--- src/rtl/tpc_pkg.sv ---
// Shared constants and types for the timer period to prescale and count core.
package tpc_pkg;

    localparam int NUM_TIMERS     = 4;
    localparam int MAX_PRESCALE   = 7;
    localparam int COUNT_BITS     = 32;
    localparam int WDG_COUNT_BITS = 16;

    localparam int CLK_W    = 8;
    localparam int IDX_W    = 2;
    localparam int PER_W    = 32;
    localparam int PRE_W    = 3;
    localparam int STAT_W   = 2;
    localparam int RATE_W   = 15;
    localparam int PROD_W   = PER_W + RATE_W;
    localparam int LIM_W    = PER_W + 10;
    localparam int STEP_W   = 6;
    localparam int CNT_W    = 32;

    localparam logic [CNT_W-1:0] CMAX_ORD = CNT_W'((64'd1 << COUNT_BITS) - 64'd1);
    localparam logic [CNT_W-1:0] CMAX_WDG = CNT_W'((64'd1 << WDG_COUNT_BITS) - 64'd1);

    localparam logic [RATE_W-1:0] WDG_TICK_DIV = RATE_W'(14);
    localparam logic [RATE_W-1:0] MS_PER_S     = RATE_W'(1000);

    localparam logic [STEP_W-1:0] MUL_STEPS     = STEP_W'(RATE_W);
    localparam logic [STEP_W-1:0] DIV_W_STEPS   = STEP_W'(18);
    localparam logic [STEP_W-1:0] DIV_LIM_STEPS = STEP_W'(32);
    localparam logic [STEP_W-1:0] DIV_CNT_STEPS = STEP_W'(PROD_W);

    localparam logic REG_CLOCK_RATE = 1'b0;
    localparam logic REG_WATCHDOG   = 1'b1;

    typedef enum logic [STAT_W-1:0] {
        STAT_OK      = 2'd0,
        STAT_INVALID = 2'd1,
        STAT_RANGE   = 2'd2
    } status_t;

endpackage

--- src/rtl/timer_period_to_prescale_and_count_core.sv ---
// Timer period to prescale exponent and load count, with a bit-serial datapath.
// An invalid request goes straight to the result. An ordinary timer runs a 32-step limit
// division, 1 to 8 prescale search steps and a 15-step multiply; the watchdog adds a clock
// multiply, a limit multiply and two more divisions.
// One request is in flight at a time; a new one is taken once the sequencer is idle, even
// while the previous result still waits in the output register. rst_n is asynchronous.
// Reset clears the sequencer, the output valid flag and loads clock_rate 12, watchdog 2.
module timer_period_to_prescale_and_count_core
    import tpc_pkg::*;
(
    input  logic        clk,
    input  logic        rst_n,
    // Request stream.
    input  logic        s_tvalid,
    output logic        s_tready,
    input  logic [39:0] s_tdata,   // [1:0] timer_index, [33:2] period_us, [39:34] zero
    // Result stream.
    output logic        m_tvalid,
    input  logic        m_tready,
    output logic [39:0] m_tdata,   // [1:0] status, [4:2] prescale, [36:5] load_count,
                                   // [39:37] zero
    // Register port.
    input  logic        psel,
    input  logic        penable,
    input  logic        pwrite,
    input  logic [2:0]  paddr,
    input  logic [31:0] pwdata,
    output logic [31:0] prdata,
    output logic        pready
);

    typedef enum logic [3:0] {
        S_IDLE,
        S_CHECK,
        S_MUL_W,
        S_DIV_W,
        S_DIV_LIM,
        S_MUL_LIM,
        S_SRCH,
        S_MUL_CNT,
        S_DIV_CNT,
        S_DONE
    } state_t;

    state_t state_reg;

    // Configuration registers.
    logic [CLK_W-1:0] clock_rate_reg;
    logic [IDX_W-1:0] watchdog_reg;

    // Captured request and per-request control.
    logic [IDX_W-1:0] idx_reg;
    logic [PER_W-1:0] per_reg;
    logic             wdg_reg;
    logic             small_reg;
    logic [PRE_W-1:0] pre_reg;
    status_t          stat_reg;

    // Rate (clock or watchdog ticks), count limit and the shifted operands used by the
    // prescale search. During the search psh_reg holds period / divider and wsh_reg rate / divider.
    logic [RATE_W-1:0] rate_reg;
    logic [LIM_W-1:0]  lim_reg;
    logic [PER_W-2:0]  psh_reg;
    logic [RATE_W-2:0] wsh_reg;

    // Shared shift-add multiplier and restoring divider, one bit per cycle.
    logic [STEP_W-1:0] step_reg;
    logic [PROD_W-1:0] ma_reg;
    logic [RATE_W-1:0] mb_reg;
    logic [PROD_W-1:0] acc_reg;
    logic [PROD_W-1:0] dvd_reg;
    logic [RATE_W-1:0] rem_reg;
    logic [RATE_W-1:0] dsr_reg;

    // Output register.
    logic        m_tvalid_reg;
    logic [39:0] m_tdata_reg;

    logic [PROD_W-1:0] acc_next;
    logic [RATE_W:0]   trial;
    logic              trial_ge;
    logic [RATE_W-1:0] rem_next;
    logic [PROD_W-1:0] dvd_next;
    logic              last_step;
    logic              in_xfer;
    logic              cfg_wr;
    logic              out_free;
    logic              req_bad;
    logic              is_wdg;
    logic              over_lim;
    logic [3:0]        shamt;
    logic [PROD_W-1:0] raw_cnt;
    logic [PROD_W-1:0] cmax_ext;
    logic [CNT_W-1:0]  final_cnt;

    assign s_tready = (state_reg == S_IDLE);
    assign in_xfer  = s_tvalid && s_tready;
    assign pready   = 1'b1;
    assign cfg_wr   = psel && penable && pwrite && pready;
    assign out_free = !m_tvalid_reg || m_tready;
    assign m_tvalid = m_tvalid_reg;
    assign m_tdata  = m_tdata_reg;

    always_comb
    begin
        case (paddr[2])
            REG_CLOCK_RATE: prdata = {24'd0, clock_rate_reg};
            REG_WATCHDOG:   prdata = {30'd0, watchdog_reg};
            default:        prdata = 32'd0;
        endcase
    end

    // One multiplier step: add the shifted multiplicand when the low multiplier bit is set.
    assign acc_next = mb_reg[0] ? acc_reg + ma_reg : acc_reg;

    // One divider step: bring down the next dividend bit and try a subtraction.
    assign trial    = {rem_reg, dvd_reg[PROD_W-1]};
    assign trial_ge = (trial >= {1'b0, dsr_reg});
    assign rem_next = trial_ge ? RATE_W'(trial - {1'b0, dsr_reg}) : trial[RATE_W-1:0];
    assign dvd_next = {dvd_reg[PROD_W-2:0], trial_ge};

    assign last_step = (step_reg == STEP_W'(1));

    assign req_bad  = ({{(32-IDX_W){1'b0}}, idx_reg} >= 32'(NUM_TIMERS))
                      || (per_reg == '0) || (clock_rate_reg == '0);
    assign is_wdg   = (idx_reg == watchdog_reg);
    assign over_lim = ({{(LIM_W-PER_W+1){1'b0}}, psh_reg} > lim_reg);

    // Final count: ordinary timers with a period below the divider scale the product down
    // by the divider; the watchdog count comes out of the divide-by-1000 pass.
    assign shamt    = {1'b0, pre_reg} + 4'd1;
    assign raw_cnt  = wdg_reg ? dvd_reg : (small_reg ? (acc_reg >> shamt) : acc_reg);
    assign cmax_ext = {{(PROD_W-CNT_W){1'b0}}, (wdg_reg ? CMAX_WDG : CMAX_ORD)};
    assign final_cnt = (raw_cnt > cmax_ext) ? cmax_ext[CNT_W-1:0] : raw_cnt[CNT_W-1:0];

    always_ff @(posedge clk or negedge rst_n)
    begin
        if (!rst_n)
        begin
            state_reg      <= S_IDLE;
            clock_rate_reg <= CLK_W'(12);
            watchdog_reg   <= IDX_W'(2);
            m_tvalid_reg   <= 1'b0;
            step_reg       <= '0;
            stat_reg       <= STAT_OK;
        end
        else
        begin
            if (cfg_wr)
            begin
                case (paddr[2])
                    REG_CLOCK_RATE: clock_rate_reg <= pwdata[CLK_W-1:0];
                    REG_WATCHDOG:   watchdog_reg   <= pwdata[IDX_W-1:0];
                    default:        ;
                endcase
            end

            // In the done state the output register is reloaded below instead.
            if (m_tvalid_reg && m_tready && (state_reg != S_DONE))
            begin
                m_tvalid_reg <= 1'b0;
            end

            case (state_reg)
                S_IDLE:
                begin
                    if (in_xfer)
                    begin
                        idx_reg   <= s_tdata[1:0];
                        per_reg   <= s_tdata[33:2];
                        state_reg <= S_CHECK;
                    end
                end

                S_CHECK:
                begin
                    wdg_reg <= is_wdg;
                    rem_reg <= '0;
                    acc_reg <= '0;
                    if (req_bad)
                    begin
                        stat_reg  <= STAT_INVALID;
                        state_reg <= S_DONE;
                    end
                    else if (is_wdg)
                    begin
                        // Watchdog tick rate starts with clock * 1000.
                        ma_reg    <= {{(PROD_W-CLK_W){1'b0}}, clock_rate_reg};
                        mb_reg    <= MS_PER_S;
                        step_reg  <= MUL_STEPS;
                        state_reg <= S_MUL_W;
                    end
                    else
                    begin
                        rate_reg  <= {{(RATE_W-CLK_W){1'b0}}, clock_rate_reg};
                        dvd_reg   <= {CMAX_ORD, {(PROD_W-CNT_W){1'b0}}};
                        dsr_reg   <= {{(RATE_W-CLK_W){1'b0}}, clock_rate_reg};
                        step_reg  <= DIV_LIM_STEPS;
                        state_reg <= S_DIV_LIM;
                    end
                end

                S_MUL_W, S_MUL_LIM, S_MUL_CNT:
                begin
                    acc_reg  <= acc_next;
                    ma_reg   <= {ma_reg[PROD_W-2:0], 1'b0};
                    mb_reg   <= {1'b0, mb_reg[RATE_W-1:1]};
                    if (!last_step)
                    begin
                        step_reg <= step_reg - STEP_W'(1);
                    end
                    else
                    begin
                        rem_reg <= '0;
                        case (state_reg)
                            S_MUL_W:
                            begin
                                dvd_reg   <= {acc_next[17:0], {(PROD_W-18){1'b0}}};
                                dsr_reg   <= WDG_TICK_DIV;
                                step_reg  <= DIV_W_STEPS;
                                state_reg <= S_DIV_W;
                            end
                            S_MUL_LIM:
                            begin
                                lim_reg   <= acc_next[LIM_W-1:0];
                                psh_reg   <= per_reg[PER_W-1:1];
                                wsh_reg   <= rate_reg[RATE_W-1:1];
                                pre_reg   <= '0;
                                state_reg <= S_SRCH;
                            end
                            default:
                            begin
                                if (wdg_reg)
                                begin
                                    dvd_reg   <= acc_next;
                                    dsr_reg   <= MS_PER_S;
                                    step_reg  <= DIV_CNT_STEPS;
                                    state_reg <= S_DIV_CNT;
                                end
                                else
                                begin
                                    stat_reg  <= STAT_OK;
                                    state_reg <= S_DONE;
                                end
                            end
                        endcase
                    end
                end

                S_DIV_W, S_DIV_LIM, S_DIV_CNT:
                begin
                    if (!last_step)
                    begin
                        dvd_reg  <= dvd_next;
                        rem_reg  <= rem_next;
                        step_reg <= step_reg - STEP_W'(1);
                    end
                    else
                    begin
                        rem_reg <= '0;
                        case (state_reg)
                            S_DIV_W:
                            begin
                                // Watchdog ticks per millisecond, then limit = cmax / rate.
                                rate_reg  <= dvd_next[RATE_W-1:0];
                                dsr_reg   <= dvd_next[RATE_W-1:0];
                                dvd_reg   <= {CMAX_WDG, {(PROD_W-CNT_W){1'b0}}};
                                step_reg  <= DIV_LIM_STEPS;
                                state_reg <= S_DIV_LIM;
                            end
                            S_DIV_LIM:
                            begin
                                if (wdg_reg)
                                begin
                                    ma_reg    <= {{(PROD_W-32){1'b0}}, dvd_next[31:0]};
                                    mb_reg    <= MS_PER_S;
                                    acc_reg   <= '0;
                                    step_reg  <= MUL_STEPS;
                                    state_reg <= S_MUL_LIM;
                                end
                                else
                                begin
                                    lim_reg   <= {{(LIM_W-32){1'b0}}, dvd_next[31:0]};
                                    psh_reg   <= per_reg[PER_W-1:1];
                                    wsh_reg   <= rate_reg[RATE_W-1:1];
                                    pre_reg   <= '0;
                                    state_reg <= S_SRCH;
                                end
                            end
                            default:
                            begin
                                dvd_reg   <= dvd_next;
                                stat_reg  <= STAT_OK;
                                state_reg <= S_DONE;
                            end
                        endcase
                    end
                end

                S_SRCH:
                begin
                    if (over_lim)
                    begin
                        if (pre_reg == PRE_W'(MAX_PRESCALE))
                        begin
                            stat_reg  <= STAT_RANGE;
                            state_reg <= S_DONE;
                        end
                        else
                        begin
                            pre_reg <= pre_reg + PRE_W'(1);
                            psh_reg <= {1'b0, psh_reg[PER_W-2:1]};
                            wsh_reg <= {1'b0, wsh_reg[RATE_W-2:1]};
                        end
                    end
                    else
                    begin
                        // Prescale found; form the count product.
                        small_reg <= (psh_reg == '0);
                        ma_reg    <= (psh_reg == '0)
                                     ? {{(PROD_W-PER_W){1'b0}}, per_reg}
                                     : {{(PROD_W-PER_W+1){1'b0}}, psh_reg};
                        mb_reg    <= (wdg_reg && (psh_reg == '0))
                                     ? {1'b0, wsh_reg} : rate_reg;
                        acc_reg   <= '0;
                        step_reg  <= MUL_STEPS;
                        state_reg <= S_MUL_CNT;
                    end
                end

                S_DONE:
                begin
                    if (out_free)
                    begin
                        m_tvalid_reg <= 1'b1;
                        if (stat_reg == STAT_OK)
                        begin
                            m_tdata_reg <= {3'd0, final_cnt, pre_reg, stat_reg};
                        end
                        else
                        begin
                            m_tdata_reg <= {3'd0, {CNT_W{1'b0}}, {PRE_W{1'b0}}, stat_reg};
                        end
                        state_reg <= S_IDLE;
                    end
                end

                default:
                begin
                    state_reg <= S_IDLE;
                end
            endcase
        end
    end

    // A failed request carries no prescale and no count.
    assert property (@(posedge clk) disable iff (!rst_n)
        (m_tvalid && (m_tdata[1:0] != STAT_OK)) |-> (m_tdata[36:2] == '0))
        else $error("failed result carries nonzero prescale or count");

    // The sequencer is busy in the cycle after a request transfer.
    assert property (@(posedge clk) disable iff (!rst_n)
        (s_tvalid && s_tready) |=> !s_tready)
        else $error("request accepted while sequencer busy");

    // The prescale search never runs past the largest exponent.
    assert property (@(posedge clk) disable iff (!rst_n)
        (state_reg == S_SRCH) |-> (pre_reg <= PRE_W'(MAX_PRESCALE)))
        else $error("prescale search out of range");

    // The serial units always have a step left while running.
    assert property (@(posedge clk) disable iff (!rst_n)
        ((state_reg == S_MUL_W) || (state_reg == S_MUL_LIM) || (state_reg == S_MUL_CNT)
         || (state_reg == S_DIV_W) || (state_reg == S_DIV_LIM)
         || (state_reg == S_DIV_CNT)) |-> (step_reg != '0))
        else $error("serial step counter underflow");

endmodule
--- config.mk ---
export PLATFORM = sky130hd
export DESIGN_NAME = timer_period_to_prescale_and_count_core
export DESIGN_NICKNAME = d
export VERILOG_FILES = /design/src/rtl/tpc_pkg.sv /design/src/rtl/timer_period_to_prescale_and_count_core.sv
export SDC_FILE = /design/constraint.sdc
export NUM_CORES = 1
export LEC_CHECK = 0
export BUFFER_PORTS_ARGS = -buffer_cell sky130_fd_sc_hd__buf_2
export CORE_AREA = 2 2 224 226
export DETAILED_ROUTE_END_ITERATION = 8
export DIE_AREA = 0 0 226 228
export PLACE_DENSITY = 0.67
export SLEW_MARGIN = 25
export SYNTH_ARGS = -nofsm -noshare
export SYNTH_HDL_FRONTEND = slang
export SYNTH_SLANG_ARGS = --single-unit
--- constraint.sdc ---
create_clock -name clk -period 12.2 [get_ports clk]
set_input_delay 0.61 -clock clk [delete_from_list [all_inputs] [get_ports clk]]
set_output_delay 0.61 -clock clk [all_outputs]
set_load 0.1 [all_outputs]
Word level (Yosys, flattened, before mapping). Cells that the tools add are included.

Flip-flop bits (word level): 390. Input bits: 82. Output and inout port bits: 75.

Add/subtract/negate cells: 5. Order comparisons: 3. Equal/unequal tests: 41. Shifts and indexed selects: 1. Mux-type cells: 112. Bitwise gates (word level): 2. Reductions and logical operators: 40.

Operators with widths (count): 2-to-1 mux 47 bit (18); one-hot mux 47 bit (4 select lines) (2); 2-to-1 mux 15 bit (15); 2-to-1 mux 31 bit (7); 2-to-1 mux 42 bit (5); one-hot mux 47 bit (2 select lines) (2); one-hot mux 47 bit (3 select lines) (1); 2-to-1 mux 14 bit (7); 2-to-1 mux 32 bit (3); one-hot mux 31 bit (3 select lines) (1); one-hot mux 15 bit (3 select lines) (2); one-hot mux 42 bit (2 select lines) (1); one-hot mux 32 bit (2 select lines) (1); one-hot mux 15 bit (2 select lines) (2); one-hot mux 15 bit (4 select lines) (1); adder 47 bit (1); > comparator 47 x 32 -> 1 bit (1); >> shifter 47 x 4 -> 47 bit (1); > comparator 31 x 42 -> 1 bit (1); 2-to-1 mux 6 bit (7); one-hot mux 14 bit (3 select lines) (1); != test 2 bit (second input constant) (20); logical NOT 32 bit (1); logical NOT 31 bit (1); other kinds (44) (102).

Longest topological paths before layout.
Depth in word-level cells: 6. Gate-level depth with buffers: 24. Mapped depth without buffers: 18.

Worst setup path after synthesis. OpenSTA, ideal clock, no wires.

Path kind: register -> register. Start point: register psh_reg[24]. End point: register ma_reg[0] (enable). Setup time: 558 ps. Arrival: 6300 ps. Data required time: 11642 ps. Slack: 5342 ps. Stages on the path, launching flop included: 11. Period minus slack after synthesis: 6858 ps. Cell sequence: edfxtp_1 ha_1 nand4_1 nor4_2 nand3b_1 or2_1 o31ai_1 a31oi_4 nand2_1 nor2_1 nor3_1.

Longest elaborated chain between the ends: 3.

Ends and longest elaborated chain: start, declared (RTL line timer_period_to_prescale_and_count_core.sv:63) `logic [PER_W-2:0] psh_reg;`; start signal, assigned (RTL line timer_period_to_prescale_and_count_core.sv:226) `psh_reg <= per_reg[PER_W-1:1];`; start signal, assigned (RTL line timer_period_to_prescale_and_count_core.sv:284) `psh_reg <= per_reg[PER_W-1:1];`; start signal, assigned (RTL line timer_period_to_prescale_and_count_core.sv:312) `psh_reg <= {1'b0, psh_reg[PER_W-2:1]};`; > comparator 31 x 42 -> 1 bit (RTL line timer_period_to_prescale_and_count_core.sv:127) `assign over_lim = ({{(LIM_W-PER_W+1){1'b0}}, psh_reg} > lim_reg);`; != test 2 bit (no line); AND reduction 8 bit (no line); end signal, assigned (RTL line timer_period_to_prescale_and_count_core.sv:188) `ma_reg <= {{(PROD_W-CLK_W){1'b0}}, clock_rate_reg};`; end signal, assigned (RTL line timer_period_to_prescale_and_count_core.sv:206) `ma_reg <= {ma_reg[PROD_W-2:0], 1'b0};`; end signal, assigned (RTL line timer_period_to_prescale_and_count_core.sv:275) `ma_reg <= {{(PROD_W-32){1'b0}}, dvd_next[31:0]};`; end, declared (RTL line timer_period_to_prescale_and_count_core.sv:68) `logic [PROD_W-1:0] ma_reg;`.

Every way passes these cells. A chain may end at the register's enable or synchronous reset.

Worst setup path in the final report.
Start point: register pre_reg[1]. End point: register m_tdata_reg[24] (netlist: m_tdata[24]) (data pin).

Longest elaborated chain between the ends: 6.

Ends and longest elaborated chain: start, declared (RTL line timer_period_to_prescale_and_count_core.sv:56) `logic [PRE_W-1:0] pre_reg;`; start signal, assigned (RTL line timer_period_to_prescale_and_count_core.sv:311) `pre_reg <= pre_reg + PRE_W'(1);`; adder 3 x 1 -> 4 bit (*) (RTL line timer_period_to_prescale_and_count_core.sv:131) `assign shamt = {1'b0, pre_reg} + 4'd1;`; >> shifter 47 x 4 -> 47 bit (*) (RTL line timer_period_to_prescale_and_count_core.sv:132) `assign raw_cnt = wdg_reg ? dvd_reg : (small_reg ? (acc_reg >> shamt) : acc_reg);`; 2-to-1 mux 47 bit (*) (2 in a row) (RTL line timer_period_to_prescale_and_count_core.sv:132); > comparator 47 x 32 -> 1 bit (RTL line timer_period_to_prescale_and_count_core.sv:134) `assign final_cnt = (raw_cnt > cmax_ext) ? cmax_ext[CNT_W-1:0] : raw_cnt[CNT_W-1:0];`; 2-to-1 mux 32 bit (*) (RTL line timer_period_to_prescale_and_count_core.sv:134); end signal, assigned (RTL line timer_period_to_prescale_and_count_core.sv:338) `m_tdata_reg <= {3'd0, final_cnt, pre_reg, stat_reg};`; end signal, assigned (RTL line timer_period_to_prescale_and_count_core.sv:342) `m_tdata_reg <= {3'd0, {CNT_W{1'b0}}, {PRE_W{1'b0}}, stat_reg};`; end, declared (RTL line timer_period_to_prescale_and_count_core.sv:77) `logic [39:0] m_tdata_reg;`.

Every way passes the cells marked *; elsewhere a longest branch is shown, timed or not.

==> results.py <==
metrics = {
    "synth": {
        "ys_ff_latch": 387,
        "synth.top_cell.area_share_pct": 45.0,
        "postSynthCellCount": 2464,
        "synth-seq-area-share_pct": 47.4,
        "avgSynthCellArea_um2": 9.86,
        "synth_area_leaders": "edfxtp_1 45%, nand2_1 6.3%, ha_1 5.8%",
        "synth_area_um2": 24300,
        "synth_top_cell_by_area": "edfxtp_1",
        "yosysWarnings": 0,
        "ys_async_sr_fraction_pct": 5.94,
        "synth_edf_count": 364,
        "ys.flop_type": "edfxtp_1",
        "synth_cell_types": 103,
    },
    "placed_design": {
        "dp.final_hpwl_um": 56200,
        "io_buffers": 96,
        "place.gp.congestion": 0.958,
        "dp_slack_ns": 7.26,
    },
    "floorplan": {
        "die_h_um": 228,
        "core.rowCount": 82,
        "core_um2": 49300,
        "initial_core_util_pct": 49.2,
        "pin_count": 157,
        "die_area_um2": 51500,
        "die_w_um": 226,
    },
    "cts": {
        "clk_latency_ns": 0.60,
        "cts_hold_buf": 0,
        "cts_resized": 0,
        "path_clk_slew_ns": 0.07,
        "htree_levels": 2,
        "numCtsBuffers": 45,
        "cts_tree": "yes",
        "postCtsSetupBuffers": 0,
        "cts_root_buffer": "clkbuf_16",
        "clk_path_buf_depth": 3,
        "cts_sinks": 387,
    },
    "setup_path": {
        "cp-end-kind": "flip-flop",
        "max_stage_delay_ns": 0.63,
        "path_class": "reg2reg",
        "crit_chain": "buf_4 > mux2i_1 > nand2_1 > o31a_1 > nand2_1 > a311oi_1 > a21oi_1 > inv_1 > ha_1 > nand2_1 > nor2_1 > o21ai_0 > a21oi_1 > a211o_1 > a221oi_2 > nor2b_4 > o211ai_4 > o31ai_1",
        "crit_start": "pre_reg[1]",
        "cp-start-kind": "flip-flop",
        "rr_startpoint": "pre_reg[1]",
        "path_common_cell": "nand2_1",
        "cp_num_buf_inv": 2,
        "worstPathRequired_ns": 12.51,
        "ff2ff_path_depth": 18,
        "cp_top_family": "compound AO/OA/AOI/OAI gates",
        "worstPathArrival_ns": 5.26,
        "cp.depth": 18,
        "worstPathMaxFanout": 44,
        "critPathSlowestCell": "edfxtp_1",
    },
    "min_path": {
        "hp-class": "in2async",
    },
    "finish": {
        "area_delta_synth_final_pct": 9.67,
        "layout.nets": 2693,
        "antenna_cells": 0,
        "layout-drive-gt1-share_pct": 11.9,
    },
    "routing": {
        "vias": 20100,
        "initialDrtViolationCount": 2710,
        "drt_wl_total_um": 77900,
        "firstDrtPassIters": 9,
        "wl_per_cell_um": 24.3,
        "via_per_inst": 6.28,
        "postRouteAntennaNets": 0,
        "drc": 0,
    },
    "timing": {
        "finalCritPeriodShare_pct": 40.6,
        "worst_slew_pin_slew_ns": 1.07,
        "period_minus_slack_ns": 4.95,
        "max_freq_mhz": 202,
        "setup_viol": 0,
        "skew_ns": 0.0166,
        "slew_headroom_pct": 28.4,
        "worst_slack_ns": 7.25,
        "slew_viol_final": 0,
        "rsz0062_at_grt": "false",
        "tns_ns": 0,
        "final_hold_viol_count": 0,
    },
    "global_route": {
        "grt_max_degree": 87,
        "grt_pass1_vias": 19000,
        "grt_overflow_total": 0,
        "grtUsageTotal_pct": 30.0,
        "grt_pass1_wl_um": 116000,
        "antenna_found_initial": 0,
    },
    "power_and_ir_drop": {
        "vdd_drop_max_uv": 91.9,
        "power_density_nw_per_um2": 111,
        "p_leak_nw": 10.3,
    },
    "run": {
        "max_cap_viol_count": 0,
    },
    "run_status": {
        "status": "finished clean",
    },
}
==> cells by family (layout without fill, tap and decap cells) <==
group	after synthesis	in the layout	synth area share, %
AND/OR/NAND/NOR	879	879	16.3
XOR/XNOR	50	50	1.80
flip-flops	387	387	47.4
buffers and inverters	273	312	5.10
AO/OA/AOI/OAI	650	650	18.2
adder cells (fa/ha/maj)	114	114	5.93
other	2	28	0.0309
multiplexers	109	109	5.29
==> stage by stage <==
| step | power [mW] | hold slack, ns | utilization, % | area (µm²) | cells |
|---|---|---|---|---|---|
| 2_1_floorplan | 1.59 | 0.314 | - | 24400 | 2490 |
| 3_3_place_gp | 1.61 | 0.480 | 51.0 | 25200 | 3122 |
| 3_5_place_dp | 1.61 | 0.479 | 51.0 | 25200 | 3122 |
| 4_1_cts | 2.97 | 0.0581 | 54.0 | 26600 | 3201 |
| 5_1_grt | 3.03 | 0.119 | 54.0 | 26600 | 3201 |
| 6_report | 2.96 | 0.0654 | 54.0 | 26600 | 3201 |
==> power breakdown <==
group / total [mW] / internal [mW] / switching (mW) / leakage (nW)
clock: 1.38 / 0.792 / 0.584 / 0.710
combinational: 0.124 / 0.0218 / 0.102 / 5.92
sequential: 1.46 / 1.45 / 0.0126 / 3.66
total: 2.96 / 2.26 / 0.699 / 10.3
==> cell usage in the layout, fill, tap and decap left out, types with 15 or more instances in the layout <==
cell / synthesis / layout
o21a_1: 32 / 32
o21ai_0: 122 / 122
clkbuf_16: 0 / 45
nand2_1: 407 / 405
edfxtp_1: 364 / 364
mux2i_1: 67 / 67
o211ai_1: 49 / 49
a221oi_1: 19 / 19
buf_2: 17 / 96
xnor2_1: 35 / 35
nand4_1: 24 / 24
and2_1: 30 / 29
dfrtp_1: 20 / 20
nand3_1: 47 / 47
ha_1: 112 / 112
nor3_1: 32 / 28
conb_1: 2 / 28
a31oi_1: 16 / 16
a211oi_1: 23 / 23
nor2b_1: 31 / 31
inv_1: 102 / 102
nor4_1: 28 / 28
mux2_2: 28 / 28
a21oi_1: 190 / 190
nor2_1: 203 / 199
buf_4: 31 / 31
a21o_1: 32 / 32
and3_1: 18 / 17
a41oi_1: 16 / 16
nand2b_1: 15 / 15
a311oi_1: 17 / 17
xor2_1: 15 / 15
==> final timing paths <==
path                                           to  slack [ns]
worst max-delay path                  m_tdata[24]        7.25
worst min-delay path            clock_rate_reg[5]        0.07
worst max register to register        m_tdata[24]        7.25
worst min register to register         m_tdata[0]        0.50
max in group asynchronous       clock_rate_reg[1]       11.69
min in group clk                      per_reg[16]        0.19
==> layer usage <==
layer / GRT usage (%) / routed length, µm
met2: 45.1 / 34500
met4: 13.6 / 3600
met1: 41.2 / 31600
met5: 0 / 0
met3: 7.05 / 8160
==> worst register-to-register path, delay by kind of cell, from the launching register on <==
kind	cells	cell delay, ns
AO/OA/AOI/OAI	9	2.33
adder cells (fa/ha/maj)	1	0.30
buffers and inverters	2	0.66
flip-flops	1	0.63
multiplexers	1	0.36
AND/OR/NAND/NOR	5	0.42
==> cell usage after synthesis, drive strengths merged, types with 11 or more instances <==
master  number
nand2      408
edfxtp     364
nor2       204
a21oi      193
o21ai      126
ha         112
inv        103
clkbuf      96
buf         71
mux2i       68
o211ai      50
nand3       47
xnor2       35
nor3        34
nor2b       33
a21o        32
o21a        32
and2        30
mux2        29
nor4        29
a211oi      24
nand4       24
o31ai       24
a221oi      22
dfrtp       20
a311oi      18
a31oi       18
and3        18
a41oi       16
nand2b      15
xor2        15
mux4        12
o221ai      11
o22ai       11
or3         11
==> layout make-up <==
cell class,instances,area [µm²]
Multi-Input combinational cell,1830,11700
Tap cell,672,841
Timing Repair Buffer,127,713
Fill cell,4415,22700
Sequential cell,387,11500
Clock inverter,29,307
Inverter,106,398
Clock buffer,50,1150
Note: power is estimated with default switching activity, not from simulation.
